## src/rtl/core/clns_pkg.sv

```systemverilog
// types, codes and constants shared by the char lcd nibble sequencer
// no dependencies

package clns_pkg;

    localparam int MAX_DIGITS = 5;
    localparam int BCD_DIGITS = 5;
    localparam int NUM_W      = 16;
    localparam int BCD_W      = BCD_DIGITS * 4;
    localparam int CONV_W     = $clog2(NUM_W + 1);

    localparam logic [1:0] CMD_INIT = 2'd0;
    localparam logic [1:0] CMD_CHAR = 2'd1;
    localparam logic [1:0] CMD_NUM  = 2'd2;

    localparam logic CFG_LINE3 = 1'b0;
    localparam logic CFG_LINE4 = 1'b1;

    localparam logic [2:0] WAIT_NONE   = 3'd0;
    localparam logic [2:0] WAIT_SHORT1 = 3'd1;
    localparam logic [2:0] WAIT_SHORT2 = 3'd2;
    localparam logic [2:0] WAIT_2MS    = 3'd3;
    localparam logic [2:0] WAIT_10MS   = 3'd4;

    localparam logic [6:0] LINE2_BASE  = 7'h40;
    localparam logic [6:0] LINE3_RESET = 7'd20;
    localparam logic [6:0] LINE4_RESET = 7'd84;
    localparam logic       INS_CURSOR  = 1'b1;
    localparam logic [3:0] ASCII_DIGIT = 4'h3;

    localparam logic [3:0] INIT_LAST = 4'd13;
    localparam logic [3:0] CHAR_LAST = 4'd3;

    typedef struct packed {
        logic [1:0]       command;
        logic [2:0]       line;
        logic [5:0]       column;
        logic [7:0]       char_code;
        logic [NUM_W-1:0] number;
        logic [3:0]       digit_count;
    } t_in;

    typedef struct packed {
        logic       reg_select;
        logic [3:0] nibble;
        logic [2:0] wait_class;
        logic       power_up_wait;
        logic       backlight;
        logic       last;
    } t_out;

    typedef struct packed {
        logic [1:0]       kind;
        logic [7:0]       cursor;
        logic [7:0]       chr;
        logic [BCD_W-1:0] bcd;
        logic [2:0]       dcnt;
        logic [3:0]       last_idx;
    } t_job;

    typedef struct packed {
        logic full;
        logic empty;
    } t_q_stat;

    typedef struct packed {
        logic [3:0] nibble;
        logic [2:0] wait_class;
        logic       power_up_wait;
    } t_init_ent;

    function automatic t_init_ent init_entry(input logic [3:0] idx);
        t_init_ent e;
        e.power_up_wait = 1'b0;
        case (idx)
            4'd0: begin
                e.nibble = 4'h3; e.wait_class = WAIT_10MS; e.power_up_wait = 1'b1;
            end
            4'd1:  begin e.nibble = 4'h3; e.wait_class = WAIT_SHORT2; end
            4'd2:  begin e.nibble = 4'h3; e.wait_class = WAIT_SHORT1; end
            4'd3:  begin e.nibble = 4'h2; e.wait_class = WAIT_SHORT1; end
            4'd4:  begin e.nibble = 4'h2; e.wait_class = WAIT_NONE;   end
            4'd5:  begin e.nibble = 4'h8; e.wait_class = WAIT_SHORT1; end
            4'd6:  begin e.nibble = 4'h0; e.wait_class = WAIT_NONE;   end
            4'd7:  begin e.nibble = 4'h8; e.wait_class = WAIT_SHORT1; end
            4'd8:  begin e.nibble = 4'h0; e.wait_class = WAIT_NONE;   end
            4'd9:  begin e.nibble = 4'h1; e.wait_class = WAIT_2MS;    end
            4'd10: begin e.nibble = 4'h0; e.wait_class = WAIT_NONE;   end
            4'd11: begin e.nibble = 4'h6; e.wait_class = WAIT_SHORT1; end
            4'd12: begin e.nibble = 4'h0; e.wait_class = WAIT_NONE;   end
            4'd13: begin e.nibble = 4'hC; e.wait_class = WAIT_SHORT1; end
            default: begin e.nibble = 4'h0; e.wait_class = WAIT_NONE; end
        endcase
        return e;
    endfunction

endpackage

```

## src/rtl/core/clns_front.sv

```systemverilog
// front end: config registers, command accept, cursor address and
// binary to bcd conversion; pushes jobs into the queue; uses clns_pkg

module clns_front (
    input  logic              i_clk,
    input  logic              i_rst_n,
    input  logic              i_cfg_valid,
    output logic              o_cfg_ready,
    input  logic              i_cfg_index,
    input  logic [6:0]        i_cfg_data,
    input  logic              i_in_valid,
    output logic              o_in_ready,
    input  clns_pkg::t_in     i_in,
    input  clns_pkg::t_q_stat i_q_stat,
    output logic              o_push,
    output clns_pkg::t_job    o_push_job
);

    logic [6:0]                    r_line3;
    logic [6:0]                    r_line4;
    logic                          r_hold;
    logic [clns_pkg::CONV_W-1:0]   r_cnt;
    logic [clns_pkg::CONV_W-1:0]   n_cnt;
    clns_pkg::t_job                r_job;
    clns_pkg::t_job                n_job;
    logic [clns_pkg::NUM_W-1:0]    r_bin;
    logic [clns_pkg::BCD_W-1:0]    r_bcd;
    logic [clns_pkg::BCD_W-1:0]    n_bcd;
    logic [clns_pkg::BCD_W-1:0]    adj;
    logic [6:0]                    base;
    logic [2:0]                    dclamp;
    logic                          accept;

    assign o_cfg_ready = 1'b1;

    always_ff @(posedge i_clk) begin
        if (!i_rst_n) begin
            r_line3 <= clns_pkg::LINE3_RESET;
            r_line4 <= clns_pkg::LINE4_RESET;
        end else if (i_cfg_valid) begin
            if (i_cfg_index == clns_pkg::CFG_LINE3) begin
                r_line3 <= i_cfg_data;
            end else begin
                r_line4 <= i_cfg_data;
            end
        end
    end

    assign o_push     = r_hold && (r_cnt == '0) && !i_q_stat.full;
    assign o_in_ready = !r_hold || o_push;
    assign accept     = i_in_valid && o_in_ready;

    always_comb begin
        o_push_job     = r_job;
        o_push_job.bcd = r_bcd;
    end

    always_comb begin
        case (i_in.line)
            3'd2:    base = clns_pkg::LINE2_BASE;
            3'd3:    base = r_line3;
            3'd4:    base = r_line4;
            default: base = 7'd0;
        endcase
        if (i_in.digit_count > 4'(clns_pkg::MAX_DIGITS)) begin
            dclamp = 3'(clns_pkg::MAX_DIGITS);
        end else begin
            dclamp = i_in.digit_count[2:0];
        end
        n_job.kind   = i_in.command;
        n_job.cursor = {clns_pkg::INS_CURSOR, 7'(base + {1'b0, i_in.column})};
        n_job.chr    = i_in.char_code;
        n_job.bcd    = '0;
        n_job.dcnt   = dclamp;
        case (i_in.command)
            clns_pkg::CMD_INIT: n_job.last_idx = clns_pkg::INIT_LAST;
            clns_pkg::CMD_CHAR: n_job.last_idx = clns_pkg::CHAR_LAST;
            default:            n_job.last_idx = {dclamp, 1'b1};
        endcase
        n_cnt = (i_in.command == clns_pkg::CMD_NUM) ? clns_pkg::CONV_W'(clns_pkg::NUM_W) : '0;
    end

    // add 3 to every bcd digit of 5 or more, then shift in the next binary bit
    always_comb begin
        for (int d = 0; d < clns_pkg::BCD_DIGITS; d++) begin
            if (r_bcd[d*4 +: 4] >= 4'd5) begin
                adj[d*4 +: 4] = r_bcd[d*4 +: 4] + 4'd3;
            end else begin
                adj[d*4 +: 4] = r_bcd[d*4 +: 4];
            end
        end
        n_bcd = {adj[clns_pkg::BCD_W-2:0], r_bin[clns_pkg::NUM_W-1]};
    end

    always_ff @(posedge i_clk) begin
        if (!i_rst_n) begin
            r_hold <= 1'b0;
            r_cnt  <= '0;
        end else begin
            if (accept) begin
                r_hold <= (i_in.command == clns_pkg::CMD_INIT)
                       || (i_in.command == clns_pkg::CMD_CHAR)
                       || (i_in.command == clns_pkg::CMD_NUM);
                r_cnt  <= n_cnt;
            end else begin
                if (o_push) begin
                    r_hold <= 1'b0;
                end
                if (r_cnt != '0) begin
                    r_cnt <= r_cnt - 1'b1;
                end
            end
        end
    end

    always_ff @(posedge i_clk) begin
        if (accept) begin
            r_job <= n_job;
            r_bin <= i_in.number;
            r_bcd <= '0;
        end else if (r_cnt != '0) begin
            r_bin <= {r_bin[clns_pkg::NUM_W-2:0], 1'b0};
            r_bcd <= n_bcd;
        end
    end

endmodule

```

## src/rtl/core/clns_queue.sv

```systemverilog
// two-entry job queue between front end and sequencer
// uses clns_pkg

module clns_queue (
    input  logic              i_clk,
    input  logic              i_rst_n,
    input  logic              i_push,
    input  clns_pkg::t_job    i_push_job,
    input  logic              i_pop,
    output clns_pkg::t_job    o_head,
    output clns_pkg::t_q_stat o_stat
);

    clns_pkg::t_job r_mem [2];
    logic           r_wp;
    logic           r_rp;
    logic [1:0]     r_count;

    assign o_stat.full  = (r_count == 2'd2);
    assign o_stat.empty = (r_count == 2'd0);
    assign o_head       = r_mem[r_rp];

    always_ff @(posedge i_clk) begin
        if (i_push) begin
            r_mem[r_wp] <= i_push_job;
        end
    end

    always_ff @(posedge i_clk) begin
        if (!i_rst_n) begin
            r_wp    <= 1'b0;
            r_rp    <= 1'b0;
            r_count <= 2'd0;
        end else begin
            if (i_push) begin
                r_wp <= !r_wp;
            end
            if (i_pop) begin
                r_rp <= !r_rp;
            end
            if (i_push && !i_pop) begin
                r_count <= r_count + 2'd1;
            end else if (!i_push && i_pop) begin
                r_count <= r_count - 2'd1;
            end
        end
    end

endmodule

```

## src/rtl/core/clns_back.sv

```systemverilog
// sequencer: walks one job's transfer list into the output register
// uses clns_pkg

module clns_back (
    input  logic              i_clk,
    input  logic              i_rst_n,
    input  clns_pkg::t_job    i_head,
    input  clns_pkg::t_q_stat i_q_stat,
    output logic              o_pop,
    output logic              o_out_valid,
    input  logic              i_out_ready,
    output clns_pkg::t_out    o_out
);

    logic                r_active;
    logic [3:0]          r_idx;
    clns_pkg::t_job      r_job;
    logic                r_bl;
    logic                r_out_valid;
    clns_pkg::t_out      r_out;
    clns_pkg::t_out      n_out;
    clns_pkg::t_init_ent ient;
    logic [3:0]          didx;
    logic [2:0]          dpos;
    logic [3:0]          digit;
    logic [7:0]          dbyte;
    logic                emit;

    assign didx = r_idx - 4'd2;
    assign dpos = r_job.dcnt - 3'd1 - didx[3:1];

    always_comb begin
        case (dpos)
            3'd0:    digit = r_job.bcd[3:0];
            3'd1:    digit = r_job.bcd[7:4];
            3'd2:    digit = r_job.bcd[11:8];
            3'd3:    digit = r_job.bcd[15:12];
            3'd4:    digit = r_job.bcd[19:16];
            default: digit = 4'd0;
        endcase
        dbyte = (r_job.kind == clns_pkg::CMD_CHAR) ? r_job.chr : {clns_pkg::ASCII_DIGIT, digit};
    end

    always_comb begin
        ient                = clns_pkg::init_entry(r_idx);
        n_out.backlight     = r_bl;
        n_out.last          = (r_idx == r_job.last_idx);
        n_out.power_up_wait = 1'b0;
        n_out.reg_select    = 1'b0;
        n_out.wait_class    = clns_pkg::WAIT_NONE;
        if (r_job.kind == clns_pkg::CMD_INIT) begin
            n_out.nibble        = ient.nibble;
            n_out.wait_class    = ient.wait_class;
            n_out.power_up_wait = ient.power_up_wait;
        end else if (r_idx == 4'd0) begin
            n_out.nibble = r_job.cursor[7:4];
        end else if (r_idx == 4'd1) begin
            n_out.nibble = r_job.cursor[3:0];
        end else begin
            n_out.reg_select = 1'b1;
            if (!r_idx[0]) begin
                n_out.nibble = dbyte[7:4];
            end else begin
                n_out.nibble = dbyte[3:0];
                if (r_job.kind == clns_pkg::CMD_NUM) begin
                    n_out.wait_class = clns_pkg::WAIT_SHORT1;
                end
            end
        end
    end

    assign emit  = r_active && (!r_out_valid || i_out_ready);
    assign o_pop = !i_q_stat.empty && (!r_active || (emit && n_out.last));

    always_ff @(posedge i_clk) begin
        if (!i_rst_n) begin
            r_active    <= 1'b0;
            r_idx       <= 4'd0;
            r_bl        <= 1'b0;
            r_out_valid <= 1'b0;
        end else begin
            if (emit) begin
                r_out_valid <= 1'b1;
                r_idx       <= r_idx + 4'd1;
                if (n_out.last) begin
                    r_active <= 1'b0;
                end
            end else if (i_out_ready) begin
                r_out_valid <= 1'b0;
            end
            if (o_pop) begin
                r_active <= 1'b1;
                r_idx    <= 4'd0;
                if (i_head.kind == clns_pkg::CMD_INIT) begin
                    r_bl <= 1'b1;
                end
            end
        end
    end

    always_ff @(posedge i_clk) begin
        if (o_pop) begin
            r_job <= i_head;
        end
        if (emit) begin
            r_out <= n_out;
        end
    end

    assign o_out_valid = r_out_valid;
    assign o_out       = r_out;

endmodule

```

## src/rtl/core/char_lcd_nibble_sequencer.sv

```systemverilog
// char lcd nibble sequencer, 4-bit bus, one command in, a run of transfers out
// throughput: one output transfer per cycle while i_out_ready is high; an item is 2 to 14
// transfers long; a number is converted to bcd in the front end, which takes no new command
// meanwhile, overlapped with earlier items through a two-entry queue
// reset: synchronous; line bases 20 and 84, backlight off, queue and output empty

module char_lcd_nibble_sequencer (
    input  logic           i_clk,
    input  logic           i_rst_n,
    input  logic           i_cfg_valid,
    output logic           o_cfg_ready,
    input  logic           i_cfg_index,
    input  logic [6:0]     i_cfg_data,
    input  logic           i_in_valid,
    output logic           o_in_ready,
    input  clns_pkg::t_in  i_in,
    output logic           o_out_valid,
    input  logic           i_out_ready,
    output clns_pkg::t_out o_out
);

    logic              push;
    logic              pop;
    clns_pkg::t_job    push_job;
    clns_pkg::t_job    head;
    clns_pkg::t_q_stat q_stat;

    clns_front u_front (
        .i_clk       (i_clk),
        .i_rst_n     (i_rst_n),
        .i_cfg_valid (i_cfg_valid),
        .o_cfg_ready (o_cfg_ready),
        .i_cfg_index (i_cfg_index),
        .i_cfg_data  (i_cfg_data),
        .i_in_valid  (i_in_valid),
        .o_in_ready  (o_in_ready),
        .i_in        (i_in),
        .i_q_stat    (q_stat),
        .o_push      (push),
        .o_push_job  (push_job)
    );

    clns_queue u_queue (
        .i_clk      (i_clk),
        .i_rst_n    (i_rst_n),
        .i_push     (push),
        .i_push_job (push_job),
        .i_pop      (pop),
        .o_head     (head),
        .o_stat     (q_stat)
    );

    clns_back u_back (
        .i_clk       (i_clk),
        .i_rst_n     (i_rst_n),
        .i_head      (head),
        .i_q_stat    (q_stat),
        .o_pop       (pop),
        .o_out_valid (o_out_valid),
        .i_out_ready (i_out_ready),
        .o_out       (o_out)
    );

endmodule

```

## config.mk

```make
export PLATFORM = sky130hd
export DESIGN_NAME = char_lcd_nibble_sequencer
export DESIGN_NICKNAME = d
export VERILOG_FILES = /design/src/rtl/core/clns_pkg.sv /design/src/rtl/core/clns_front.sv /design/src/rtl/core/clns_queue.sv /design/src/rtl/core/clns_back.sv /design/src/rtl/core/char_lcd_nibble_sequencer.sv
export SDC_FILE = /design/constraint.sdc
export NUM_CORES = 1
export LEC_CHECK = 0
export BUFFER_PORTS_ARGS = -buffer_cell sky130_fd_sc_hd__buf_2
export CORE_MARGIN = 1.5
export CORE_UTILIZATION = 50
export CTS_CLUSTER_SIZE = 25
export DETAILED_ROUTE_END_ITERATION = 10
export PLACE_DENSITY_LB_ADDON = 0.15
export SKIP_CTS_REPAIR_TIMING = 1
export SLEW_MARGIN = 10
export SYNTH_ARGS = -nofsm -noshare
export SYNTH_HDL_FRONTEND = slang
export SYNTH_SLANG_ARGS = --single-unit
```

## constraint.sdc

```tcl
create_clock -name i_clk -period 3.6 [get_ports i_clk]
set_input_delay 0.54 -clock i_clk [delete_from_list [all_inputs] [get_ports i_clk]]
set_output_delay 0.54 -clock i_clk [all_outputs]
set_load 0.01 [all_outputs]
```

==> summary.md <==
| Metric | Value |
|---|---|
| Crit Path Category | flop to flop |
| WL per Instance | 16.42 um |
| Final setup fails | 0 |
| Clk root buf | clkbuf_16 |
| Most used DFF post-synth | edfxtp_1 |
| CP required | 3.84 ns |
| Critical path fanouts, max | 7 |
| Maxcap violations | 0 |
| RSZ-0062 raised after global routing | no |
| ANT cells | 0 |
| Slew margin rel. | 46.79% |
| Clock transition at path regs | 0.06 ns |
| Switching Fraction | 30.62% |
| Sum of negative setup slack | 0 ns |
| Placed Cells incl. Taps | 1,007 |
| Row count | 50 |
| Status | finished clean |
| Leakage power | 0.004080 uW |
| Vias/cell | 5.406 |
| Post-Synthesis Cells | 728 |
| Fmax | 0.3253 GHz |
| Net Count, Synth | 807 |
| Total core area | 18,770 sq um |
| Sequential share of power | 46.0% |
| Internal | 6242 uW |
| Crit path DAT | 3.31 ns |
| Final Wtd Congestion | 0.8848 |
| Chip width | 141.6 um |
| Clock Skew | 0.01067 ns |
| Mapped cell area | 9605 sq um |
| Sequential element share of the synthesized area | 66.48% |
| Worst R2R Setup Slack | 0.53 ns |
| Slew Viols, Final | 0 |
| Simple-Gate Fraction of Synth Area | 9.887% |
| Hpwl dp | 11,260 um |
| Synth Warn # | 0 |
| # port buffers | 64 |
| Clock latency at the later pin of the worst-skew pair | 0.51 ns |
| DRC violations left | 0 |
| Post-synthesis mux area share | 7.190% |
| Comb pwr share | 25.9% |
| Maximum ir drop on the vdd rail | 0.4677 mV |
| Layout area overhead | 14.51% |
| Global-route wire length before repair | 27,940 um |
| Clock share of power | 28.2% |
| Maximum clock path buffer count | 3 |
| Global route overflow | 0 |
| Largest net degree at the start of global routing | 60 |
| Syn avg cell area | 13.19 sq um |
| Synth cell types | 57 |
| Complex-gate fraction of the synthesized area | 7.763% |
| Area after DPL | 10,180 sq um |
| Die Ht | 141.6 um |
| Initial antenna violation count | 0 |
| Antenna Violating Nets Remaining | 0 |
| Tot GR Track Use | 17.53% |
| Min cycle time layout | 3.075 ns |
| Share of cells above drive strength 1 | 20.32% |
| Clock Sinks | 230 |
| Async S/R FF share, synth | 0% |
| I/O pin total | 66 |
| Hold WS | 0.2045 ns |
| Largest family of logic cells by synthesized area | simple AND/OR/NAND/NOR gates |
| Final net count | 879 |
| H-tree Lvls | 1 |
| Pwr dens | 818.0 nW/um^2 |
| Die area | 20,050 sq um |
| TritonCTS clock tree | built |
| Switching pwr | 2755 uW |
| Slew of the pin with the lowest slew margin | 0.7898 ns |
| CTS Buf Count | 25 |
| Vias post-DR | 5,682 |
| Final WL | 17,260 um |
| Hold Path Class | primary input to flop |
| Vias in the first global route | 5,805 |
| EDFF count, synth | 178 |
| Crit path capture type | flop |
| CP Launch Type | flop |
| Initial Util | 51.18% |
| Drt first pass iters | 5 |
| FF+latch count, synth | 230 |
| Synth Area in XOR/XNOR | 2.071% |
| Crit share post-route | 85.40% |
| Initial DRC count | 385 |
| Final Instance Area | 11,000 sq um |
| Adder-Cell Fraction of Synth Area | 3.778% |
| Final hold violation count | 0 |
| Post-Layout Cell Count | 1,051 |
-- final timing paths --
kind                   start                endpoint  depth (start not counted)
max          u_back.r_idx[2]         u_back.o_out[7]                          8
min                 i_in[27]  u_front.o_push_job[34]                          1
max reg2reg  u_back.r_idx[2]         u_back.o_out[7]                          8
min reg2reg      u_back.r_bl         u_back.o_out[1]                          0
-- routing by layer --
layer	vias up	track usage, %	routed length [um]
li1	2757	-	-
met1	2745	23.28	7988
met3	35	3.172	803
met2	145	29.37	8117
met5	-	0	0
met4	0	5.643	348
-- registers in the layout, indices dropped and copies added (netlist names), 4 cells and up, named ones only --
register and flops:
u_front.r_line4 7, u_front.r_bcd 20, u_front.r_cnt 5, u_back.o_out 10, u_front.r_line3 7, u_front.o_push_job 23, u_queue.r_mem 86, u_back.r_idx 4
u_front.r_bin 16, u_back.r_job 43
-- cells in the final DEF, fill, tap and decap left out, types with 9 or more instances in the layout --
cell and instances:
a21boi_0 14, edfxtp_1 178, nor2b_1 9, a211oi_1 10, nand3_1 14, mux2_2 44, clkbuf_16 25, nor2_1 26
buf_2 64, xnor2_1 17, nand2b_1 12, inv_1 32, a21oi_1 32, dfxtp_1 51, mux2i_1 15, ha_1 25
o21ai_0 25, nand2_1 120
-- kinds of logic (layout without fill, tap and decap cells) --
family	after synthesis	in the layout
AO/OA/AOI/OAI	114	114
flip-flops	230	230
multiplexers	61	61
AND/OR/NAND/NOR	212	212
buffers and inverters	61	150
other	1	1
XOR/XNOR	21	21
adder cells (fa/ha/maj)	28	28
-- area by class of cell --
cell class / count / area (sq um)
clock inverter: 17 / 183.9
sequential: 230 / 6387
inverter: 33 / 128.9
clock buffer: 27 / 633.1
timing repair buffer: 73 / 412.9
fill: 1513 / 7769
tap: 234 / 292.8
multi-input combinational: 437 / 2960
-- through the flow --
step	power, uW	util [%]	setup WS [ns]
final	8997	58.61	0.5255
after global routing	9505	58.61	0.4135
after CTS	9082	58.61	0.5460
after detailed placement	6526	54.25	0.5958
after global placement	6412	54.25	0.6816
after floorplan	5807	-	0.5371
-- cell usage after synthesis, drive strengths merged, types with 6 or more instances --
master	count	share of area [%]
edfxtp	178	56
nand2	121	4.8
dfxtp	52	11
mux2	44	5.2
a21oi	32	1.7
inv	32	1.3
nor2	27	1.1
o21ai	26	1.5
ha	25	3.3
xnor2	19	1.9
clkbuf	18	0.70
a21boi	16	1.3
mux2i	15	1.6
nand3	14	0.73
nand2b	12	0.78
a211oi	10	0.78
buf	10	0.74
nor2b	9	0.59
nor3	7	0.36
a22o	6	0.55
-- power by group through the flow --
| stage | registers (uW) | clock network (uW) | logic, uW |
|---|---|---|---|
| 3_5_place_dp | 4190 | 0 | 2330 |
| 4_1_cts | 4140 | 2580 | 2360 |
| 3_3_place_gp | 4180 | 0 | 2240 |
| 5_1_grt | 4210 | 2690 | 2600 |
| 2_1_floorplan | 4050 | 0 | 1760 |
| 6_report | 4130 | 2530 | 2330 |
-- critical path, stage by stage, from the launching register on --
cell and delay, ns:
dfxtp_1 0.50, inv_1 0.19, ha_1 0.31, inv_1 0.05
fa_1 0.56, mux4_2 0.52, nor2b_1 0.14, a2111oi_0 0.38
o22ai_1 0.15
Note: power is estimated with default switching activity, not from simulation.
